**src/hw/rtl/sis_pkg.sv**
```systemverilog
// Shared types and constants for the sorted interval set insert core.
`timescale 1ns / 1ps

package sis_pkg;

    localparam int MAX_RANGES_DEF = 64;
    localparam int LINE_W         = 31;
    localparam int OP_W           = 2;
    localparam int IDX_OUT_W      = 6;
    localparam int CNT_OUT_W      = 7;
    localparam int STATUS_W       = 2;

    typedef enum logic [OP_W-1:0] {
        OP_INSERT = 2'd0,
        OP_READ   = 2'd1,
        OP_CLEAR  = 2'd2
    } t_op;

    typedef enum logic [STATUS_W-1:0] {
        ST_OK        = 2'd0,
        ST_FULL      = 2'd1,
        ST_ORDER     = 2'd2,
        ST_BAD_INDEX = 2'd3
    } t_status;

    typedef struct packed {
        logic [LINE_W-1:0] line_lo;
        logic [LINE_W-1:0] line_hi;
    } t_range;

    typedef enum logic [1:0] {
        CELL_HOLD,
        CELL_LOAD,
        CELL_TAKE_LEFT,
        CELL_TAKE_RIGHT
    } t_cell_op;

    typedef struct packed {
        t_cell_op op;
        t_range   load;
    } t_cell_ctrl;

    typedef struct packed {
        logic below;
        logic hit;
    } t_cell_flags;

endpackage

```
**src/hw/rtl/sis_cell.sv**
```systemverilog
// One table slot: holds a stored range, compares it with the request, shifts with neighbors.
`timescale 1ns / 1ps

module sis_cell (
    input  logic                 i_clk,
    input  sis_pkg::t_cell_ctrl  i_ctrl,
    input  sis_pkg::t_range      i_left,
    input  sis_pkg::t_range      i_right,
    input  sis_pkg::t_range      i_req,
    input  logic                 i_valid,
    output sis_pkg::t_range      o_range,
    output sis_pkg::t_cell_flags o_flags
);
    import sis_pkg::*;

    t_range            r_range;
    logic [LINE_W:0]   w_hi_next;
    logic [LINE_W:0]   w_req_hi_next;
    logic              w_below;

    assign w_hi_next     = {1'b0, r_range.line_hi} + {{LINE_W{1'b0}}, 1'b1};
    assign w_req_hi_next = {1'b0, i_req.line_hi} + {{LINE_W{1'b0}}, 1'b1};
    assign w_below       = i_valid && (w_hi_next < {1'b0, i_req.line_lo});

    assign o_flags.below = w_below;
    assign o_flags.hit   = i_valid && !w_below && ({1'b0, r_range.line_lo} <= w_req_hi_next);
    assign o_range       = r_range;

    always_ff @(posedge i_clk) begin
        case (i_ctrl.op)
            CELL_LOAD:       r_range <= i_ctrl.load;
            CELL_TAKE_LEFT:  r_range <= i_left;
            CELL_TAKE_RIGHT: r_range <= i_right;
            default:         r_range <= r_range;
        endcase
    end

endmodule

```
**config.mk**
```make
export PLATFORM = sky130hd
export DESIGN_NAME = sis_cell
export DESIGN_NICKNAME = d
export VERILOG_FILES = /design/src/hw/rtl/sis_pkg.sv /design/src/hw/rtl/sis_cell.sv
export SDC_FILE = /design/constraint.sdc
export NUM_CORES = 1
export LEC_CHECK = 0
export BUFFER_PORTS_ARGS = -buffer_cell sky130_fd_sc_hd__clkbuf_2
export CORE_AREA = 5 5 120 122
export CTS_CLUSTER_DIAMETER = 30
export DETAILED_ROUTE_END_ITERATION = 8
export DIE_AREA = 0 0 125 127
export PLACE_DENSITY = 0.83
export SLEW_MARGIN = 10
export SYNTH_ARGS = -nofsm -noshare
export SYNTH_HDL_FRONTEND = slang
export SYNTH_SLANG_ARGS = --single-unit
```
**constraint.sdc**
```tcl
create_clock -name i_clk -period 10.7 [get_ports i_clk]
set_input_delay 2.14 -clock i_clk [delete_from_list [all_inputs] [get_ports i_clk]]
set_output_delay 2.14 -clock i_clk [all_outputs]
set_load 0.1 [all_outputs]
```
==> results of run 1 <==
[cells in the mapped netlist (2+ instances only)]
cell type,number
a21oi_1,86
nor2_1,81
ha_1,63
edfxtp_1,62
mux2i_1,62
inv_1,40
nand2_1,34
xnor2_1,34
nand3_1,29
xor2_1,24
nand4_1,16
clkbuf_1,14
and4_1,10
a21o_1,8
and3_1,7
o21ai_0,6
buf_1,4
nor3_1,4
buf_2,3
a221o_1,2
and2_1,2
and3_2,2
o211ai_1,2
o21a_1,2
o41ai_1,2
or2_2,2
[power by group]
part	total, W	switching (W)	leakage (nW)	internal (W)
registers	0.000335	0.0000317	0.624	0.000303
clock network	0.000271	0.000114	0.128	0.000157
logic	0.000455	0.000331	3.10	0.000123
total	0.00106	0.000477	3.85	0.000584
[worst paths after layout]
path                       start     endpoint  slack [ps]  depth (start not counted)
worst min-delay path  i_ctrl[37]  o_range[37]        2130                          3
worst max-delay path    i_req[0]   o_flags[0]        3050                         14
[worst max-delay path: stages]
cell and delay (ps):
clkbuf_2 120, ha_1 190, nand3_1 170, or2_2 360, or3_2 470, nor2_1 130, xnor2_1 130, ha_1 270
and4_1 200, a221o_1 310, a21oi_1 160, o211ai_1 100, a311oi_1 230, clkbuf_2 510
[stage by stage]
| stage | setup WS [ps] | hold slack, ps | cells | total power, W |
|---|---|---|---|---|
| detailed placement | 3060 | 2460 | 1090 | 0.000794 |
| global route | 2890 | 2110 | 1106 | 0.00112 |
| floorplan | 1850 | 2370 | 619 | 0.000672 |
| finish | 3050 | 2130 | 1106 | 0.00106 |
| CTS | 3040 | 2110 | 1106 | 0.00107 |
| global placement | 3130 | 2460 | 1090 | 0.000786 |
[per-layer routing]
layer	global-route usage, %	part of all wire, %
met2	38.1	48
met5	0	0
met3	6.89	7.7
met1	26.0	41
met4	7.97	3.2
[logic make-up after synthesis]
kind of cell	count (synthesis)	synth area share, %
and+or+nand+nor	197	17.1
buffers and inverters	62	4.27
DFF	62	33.1
xor gates and xnor gates	58	9.02
muxes	62	11.0
adders and majority gates	63	14.0
AOI/OAI and AO/OA	115	11.5
[layout make-up]
cell class / count / area, um2
Clock buffer: 9 / 225
Clock inverter: 7 / 50.0
Fill cell: 1141 / 5450
Inverter: 40 / 150
Multi-Input combinational cell: 495 / 3530
Sequential cell: 62 / 1860
Tap cell: 176 / 220
Timing Repair Buffer: 317 / 1600
==> summary.md, run 1 <==
| Metric | Value |
|---|---|
| Synth-to-Final Area Change | `35.6%` |
| Clock Sinks | `62` |
| Iter 0 DRT Violations | `303` |
| CTS buffer count | `9` |
| Critical path class | `in2out` |
| Static Leak | `3.85 nW` |
| Commonest non-fill, non-tap cell in the layout | `clkbuf_2` |
| Number of synthesized flops with an enable pin | `62` |
| FF+latch count, synth | `62` |
| CP arrival | `5510 ps` |
| Worst vdd ir | `0.000104 V` |
| Mapped Cells | `619` |
| CP required | `8560 ps` |
| Total GRT Usage | `22.1%` |
| Fin util | `58.3%` |
| Yosys cell types | `44` |
| RSZ-0062 raised after global routing | `no` |
| Hpwl dp | `15.0 mm` |
| Worst setup EP type | `output pin` |
| Worst min path class | `in2reg` |
| Initial antenna violation count | `0` |
| DR vias/cell | `5.19` |
| Dominant cell type by area after synthesis | `edfxtp_1` |
| Rows | `42` |
| Chip Height | `127 um` |
| Syn Std Cell Area | `5630 um2` |
| Final period util | `71.5%` |
| Worst-path clk slew | `60 ps` |
| PD cells | `139 nW/um2` |
| Drt drc | `0` |
| Iteration count of the initial detailed-routing pass | `5` |
| Cts hold-fix bufs | `0` |
| Ratio of cells with drive above 1 in the final layout | `37.0%` |
| # diodes | `0` |
| Routed Antenna Nets | `0` |
| Ys async rst share | `0%` |
| CTS tree | `done` |
| Register area share after synthesis | `33.1%` |
| CTS Buffer Depth | `2` |
| Number of port buffers | `315` |
| FMAX | `0.131 GHz` |
| Routability Congestion | `0.948` |
| Root buf cell | `clkbuf_16` |
| First-pass GRT wire length | `28.1 mm` |
| Worst slew margin | `40.7%` |
| Synth top area share | `33.1%` |
| Nets | `1240` |
| Final Cell Area | `7630 um2` |
| Largest net degree at the start of global routing | `76` |
| Outcome | `finished, final reports clean` |
| Dpl cell area | `7360 um2` |
| Synthesized Nets | `934` |
| Slew Viols, Final | `0` |
| Avg Cell Area, Syn | `9.10 um2` |
| Post-cts gate resize count | `0` |
| Total gr overflow | `0` |
| Synth Flop Type | `edfxtp_1` |
| Vias in the first global route | `5839` |
| # Max-Cap Violations | `0` |
| Fin crit period | `7650 ps` |
| Startpoint types | `input pin` |
| Area of the core | `13100 um2` |
| Vias | `5740` |
| Synth warn | `0` |
| H-tree levels | `3` |
| Max reg flops | `62` |
| Setup_tns | `0 ps` |
| DR WL/cell | `16.3 um` |
| Most frequent cells in the layout | `clkbuf_2, a21oi_1, nor2_1, ha_1` |
| Initial core utilization | `43.0%` |
| Top post-synthesis cells by area | `edfxtp_1, ha_1, mux2i_1` |
| Final hold violations | `0` |
| Full die area | `15900 um2` |
| I/O pins | `316` |
| Postcts setup bufs | `0` |
| Crit Path Max Fanout | `4` |
| Final setup viols | `0` |
| WL final | `18.0 mm` |
| Die W | `125 um` |
| Worst-Margin Slew | `890 ps` |
Power figures use the tool's default switching activity.
==> run 2, diff against run 1 <==
Clock period 10.7 ns to 7.8 ns, I/O delays scaled along.
==> run 2 against run 1 <==
Compared with the run above:
- worst hold slack got worse by 590 ps
- critical path type unchanged
- clock power grew 44%
- cell count unchanged
- combinational power up 37%
- sequential power rose by 37%
- wire length grew 1.1%
- critical path depth did not move
- non-clock buffer count unchanged
- first-iteration DRC count is 6.6% lower
==> summary.md, run 2 (synthesis gave the netlist of run 1 again) <==
| Metric | Value |
|---|---|
| Worst setup EP type | `output pin` |
| CTS buffer count | `9 (unchanged)` |
| Slew Viols, Final | `0 (unchanged)` |
| Most frequent cells in the layout | `clkbuf_2, a21oi_1, nor2_1, ha_1` |
| Final total power | `0.00147 W (+39%)` |
| Routed Antenna Nets | `0 (unchanged)` |
| # diodes | `0 (unchanged)` |
| Worst min path class | `in2reg` |
| Clock Sinks | `62 (unchanged)` |
| Rows | `42 (unchanged)` |
| PD cells | `193 nW/um2 (+39%)` |
| H-tree levels | `3 (unchanged)` |
| # Max-Cap Violations | `0 (unchanged)` |
| Crit Path Max Fanout | `4 (unchanged)` |
| Total gr overflow | `0 (unchanged)` |
| FMAX | `0.152 GHz` |
| Fin crit period | `6570 ps` |
| Commonest non-fill, non-tap cell in the layout | `clkbuf_2` |
| Startpoint types | `input pin` |
| Fillers | `1157 (+1.4%)` |
| Vias in the first global route | `5787 (-0.89%)` |
| Largest net degree at the start of global routing | `76 (unchanged)` |
| Chip Height | `127 um (unchanged)` |
| Full die area | `15900 um2 (unchanged)` |
| Final hold slack | `1540 ps (-589 ps)` |
| Initial antenna violation count | `0 (unchanged)` |
| Register Area | `1860 um2 (unchanged)` |
| RSZ-0062 raised after global routing | `no` |
| Final Cell Area | `7640 um2 (about the same)` |
| Worst-path clk slew | `60 ps (about the same)` |
| Final period util | `84.3%` |
| Max reg flops | `62 (unchanged)` |
| Postcts setup bufs | `0 (unchanged)` |
| Synth-to-Final Area Change | `35.7% (about the same)` |
| Static Leak | `3.86 nW (+0.18%)` |
| Vias | `5776 (+0.63%)` |
| Final setup viols | `0 (unchanged)` |
| Worst Setup SP | `i_req[0]` |
| Nets | `1240 (unchanged)` |
| CTS tree | `done` |
| Setup_tns | `0 ps (unchanged)` |
| Outcome | `finished, final reports clean` |
| Cts hold-fix bufs | `0 (unchanged)` |
| I/O pins | `316 (unchanged)` |
| Worst-Margin Slew | `912 ps (+22.4 ps)` |
| Total GRT Usage | `22.2% (+0.095 points)` |
| Post-cts gate resize count | `0 (unchanged)` |
| WHS Path Cells | `3 (unchanged)` |
| DR WL/cell | `16.5 um (+1.1%)` |
| Number of port buffers | `315 (unchanged)` |
| Ratio of cells with drive above 1 in the final layout | `36.6% (-0.43 points)` |
| Min-delay src | `i_ctrl[17]` |
| Iter 0 DRT Violations | `283 (-6.6%)` |
| DR vias/cell | `5.22 (+0.63%)` |
| Critical path class | `in2out` |
| Fin util | `58.4% (about the same)` |
| Iteration count of the initial detailed-routing pass | `5 (unchanged)` |
| CP required | `6240 ps (-2320 ps)` |
| CP arrival | `5010 ps (-500 ps)` |
| Initial core utilization | `43.0% (unchanged)` |
| Final hold violations | `0 (unchanged)` |
| Worst slew margin | `39.2% (-1.5 points)` |
| Die W | `125 um (unchanged)` |
| Root buf cell | `clkbuf_16` |
| Area of the core | `13100 um2 (unchanged)` |
| Routability Congestion | `0.948 (unchanged)` |
| Drt drc | `0 (unchanged)` |
| Worst vdd ir | `0.000101 V (-2.8%)` |
| WL final | `18.2 mm (+1.1%)` |
| Hpwl dp | `15.1 mm (+0.72%)` |
| Dpl cell area | `7360 um2 (unchanged)` |
| CTS Buffer Depth | `2 (unchanged)` |
| First-pass GRT wire length | `28.0 mm (-0.64%)` |
| Area occupied by multi-input gates | `3530 um2 (unchanged)` |
[run 2: cell types whose count changed in the layout (fill, tap and decap cells not counted)]
cell,delta
clkinv_1,+2
clkinv_4,-1
bufinv_16,+1
clkbuf_1,+2
clkinvlp_4,-2
inv_6,-1
clkinv_2,-1
[run 2: report_power, final]
group / total (W) / internal [W] / switching, W
Sequential: 0.000460 / 0.000416 / 0.0000437
Clock: 0.000389 / 0.000244 / 0.000144
Combinational: 0.000625 / 0.000170 / 0.000455
[run 2: final timing paths]
check / to
min: o_range[17]
max: o_flags[0]
[run 2: final cells by class]
class / count / area share (%)
inverters: 40 / 1.96
clock inverters: 5 / 0.655
flip-flops and latches: 62 / 24.4
multi-input cells: 495 / 46.2
well taps: 176 / 2.88
repair buffers: 317 / 20.9
clock buffers: 11 / 3.05
[run 2: worst max-delay path: stages]
cell and delay (ps):
clkbuf_2 120, ha_1 190, nand3_1 160, or2_2 370, or3_2 470, nor2_1 150, xnor2_1 140, ha_1 270
and4_1 200, a221o_1 310, a21oi_1 190, o211ai_1 100, a311oi_1 250, clkbuf_2 520
[run 2: per-stage QoR]
stage / worst slack, ps / cells
2_1_floorplan: 114 / 619
6_report: 1230 / 1106
4_1_cts: 1290 / 1106
3_5_place_dp: 1300 / 1090
5_1_grt: 1130 / 1106
3_3_place_gp: 1390 / 1090
[run 2: layer usage]
layer	GRT usage (%)	wire length, um
met4	12.0	797
met2	37.3	8530
met5	0	0
met1	26.6	7540
met3	4.88	1340
==> run 3, diff against run 2 <==
Clock period 7.8 ns to 6.2 ns, I/O delays scaled along.
==> run 3 against run 2 <==
Compared with the run above:
- design area shrank 0.33%
- utilization fell by 0.19 points
- non-clock buffer count did not move
- global-route usage is 0.20 points higher
- critical path type unchanged
- via count down 0.17%
- die area unchanged
- cell count about the same
- first-iteration DRC count down 6.7%
- sequential share of layout area grew 0.080 points
==> summary.md, run 3 (synthesis gave the netlist of run 1 again) <==
| Metric | Value |
|---|---|
| Outcome | `finished, final reports clean` |
| # diodes | `0 (unchanged)` |
| WHS Path Cells | `3 (unchanged)` |
| First-pass GRT wire length | `28.5 mm (+1.9%)` |
| Fin util | `58.2% (-0.19 points)` |
| Worst slew margin | `39.7% (+0.57 points)` |
| Critical path class | `in2out` |
| Reg power frac | `32.2% (+1.0 points)` |
| Placed cell count | `1090 (unchanged)` |
| Crit Path Max Fanout | `4 (unchanged)` |
| Ratio of cells with drive above 1 in the final layout | `36.5% (-0.068 points)` |
| Initial core utilization | `43.0% (unchanged)` |
| I/O pins | `316 (unchanged)` |
| Hpwl dp | `15.0 mm (-0.76%)` |
| Area of the core | `13100 um2 (unchanged)` |
| Final hold violations | `0 (unchanged)` |
| Vias in the first global route | `5857 (+1.2%)` |
| CTS tree | `done` |
| Routability Congestion | `0.982 (+3.6%)` |
| WL final | `18.2 mm (-0.26%)` |
| P_int | `0.00100 W (+21%)` |
| Final setup viols | `0 (unchanged)` |
| # Max-Cap Violations | `0 (unchanged)` |
| FMAX | `0.175 GHz` |
| Worst-path clk slew | `50 ps (about the same)` |
| H-tree levels | `3 (unchanged)` |
| Full die area | `15900 um2 (unchanged)` |
| Vias | `5766 (-0.17%)` |
| Setup_tns | `0 ps (unchanged)` |
| Chip Height | `127 um (unchanged)` |
| Initial antenna violation count | `0 (unchanged)` |
| Fin crit period | `5710 ps` |
| DR vias/cell | `5.22 (about the same)` |
| Most frequent cells in the layout | `clkbuf_2, a21oi_1, nor2_1, ha_1` |
| CTS Buffer Depth | `2 (unchanged)` |
| Max reg flops | `62 (unchanged)` |
| Slew Viols, Final | `0 (unchanged)` |
| Comb power frac | `43.6% (+1.2 points)` |
| Final total power | `0.00180 W (+22%)` |
| PD cells | `236 nW/um2 (+23%)` |
| Root buf cell | `clkbuf_16` |
| DR WL/cell | `16.4 um (-0.17%)` |
| Static Leak | `3.85 nW (-0.30%)` |
| Final period util | `92.2%` |
| Worst setup EP type | `output pin` |
| Drt drc | `0 (unchanged)` |
| Iteration count of the initial detailed-routing pass | `4 (-1)` |
| Routed Antenna Nets | `0 (unchanged)` |
| Switching share of power | `44.3% (+0.67 points)` |
| Rows | `42 (unchanged)` |
| Iter 0 DRT Violations | `264 (-6.7%)` |
| Psw | `0.000798 W (+24%)` |
| Worst vdd ir | `0.000220 V (+120%)` |
| CP arrival | `4470 ps (-540 ps)` |
| CP required | `4960 ps (-1280 ps)` |
| Cell Count, Final, Fillers Out | `1105 (-0.090%)` |
| Number of port buffers | `315 (unchanged)` |
| RSZ-0062 raised after global routing | `no` |
| Synth-to-Final Area Change | `35.3%` |
| Clock share of power | `24.1% (-2.3 points)` |
| Postcts setup bufs | `0 (unchanged)` |
| Worst Hold Path EP | `o_range[16]` |
| Largest net degree at the start of global routing | `80 (+5.3%)` |
| Nets | `1240 (unchanged)` |
| Clock Sinks | `62 (unchanged)` |
| Startpoint types | `input pin` |
| Worst-Margin Slew | `904 ps (-8.58 ps)` |
| Total gr overflow | `0 (unchanged)` |
| Post-cts gate resize count | `0 (unchanged)` |
| Total GRT Usage | `22.4% (+0.20 points)` |
| CTS buffer count | `9 (unchanged)` |
| Die W | `125 um (unchanged)` |
| Cts hold-fix bufs | `0 (unchanged)` |
| Min-delay src | `i_ctrl[16]` |
| Worst min path class | `in2reg` |
| Commonest non-fill, non-tap cell in the layout | `clkbuf_2` |
[run 3: cell type report]
cell class	instances	area [um2]
tap	176	220
sequential	62	1860
multi-input combinational	495	3540
clock buffer	12	236
fill	1179	5470
timing repair buffer	317	1600
clock inverter	3	12.5
inverter	40	150
[run 3: power by group through the flow]
stage | Combinational, W | Clock [W] | Sequential, W
global route | 0.000841 | 0.000468 | 0.000586
floorplan | 0.000238 | 0 | 0.000923
finish | 0.000786 | 0.000434 | 0.000580
CTS | 0.000788 | 0.000447 | 0.000580
detailed placement | 0.000785 | 0 | 0.000588
global placement | 0.000775 | 0 | 0.000585
[run 3: worst max path at each step]
stage | start | to | slack (ps) | cells past startpoint
2_1_floorplan | i_req[0] | o_flags[0] | 110 | 12
3_3_place_gp | i_req[0] | o_flags[0] | 610 | 14
3_5_place_dp | i_req[0] | o_flags[0] | 520 | 14
4_1_cts | i_req[0] | o_flags[0] | 510 | 14
5_1_grt | i_req[0] | o_flags[0] | 290 | 14
6_report | i_req[0] | o_flags[0] | 490 | 14
[run 3: worst max-delay path, cell delays in order]
cell and delay, ps:
clkbuf_2 120, ha_1 190, nand3_1 190, or2_2 370
or3_2 470, nor2_1 130, xnor2_1 130, ha_1 260
and4_1 200, a221o_1 310, a21oi_1 160, o211ai_1 120
a311oi_2 220, buf_4 340
[run 3: per-layer routing]
metal  routed length, um  GRT usage, %  part of all wire (%)
met4                 474          8.80                   2.6
met5                   0             0                     0
met3                1470          5.80                   8.1
met1                7340          26.3                    40
met2                8880          39.2                    49
[run 3: stage by stage]
step           area (um2)  setup WS (ps)  hold slack [ps]
6_report             7620            486             1230
2_1_floorplan        5640            111             1470
5_1_grt              7620            285             1230
4_1_cts              7620            509             1210
3_5_place_dp         7370            517             1570
3_3_place_gp         7370            610             1560
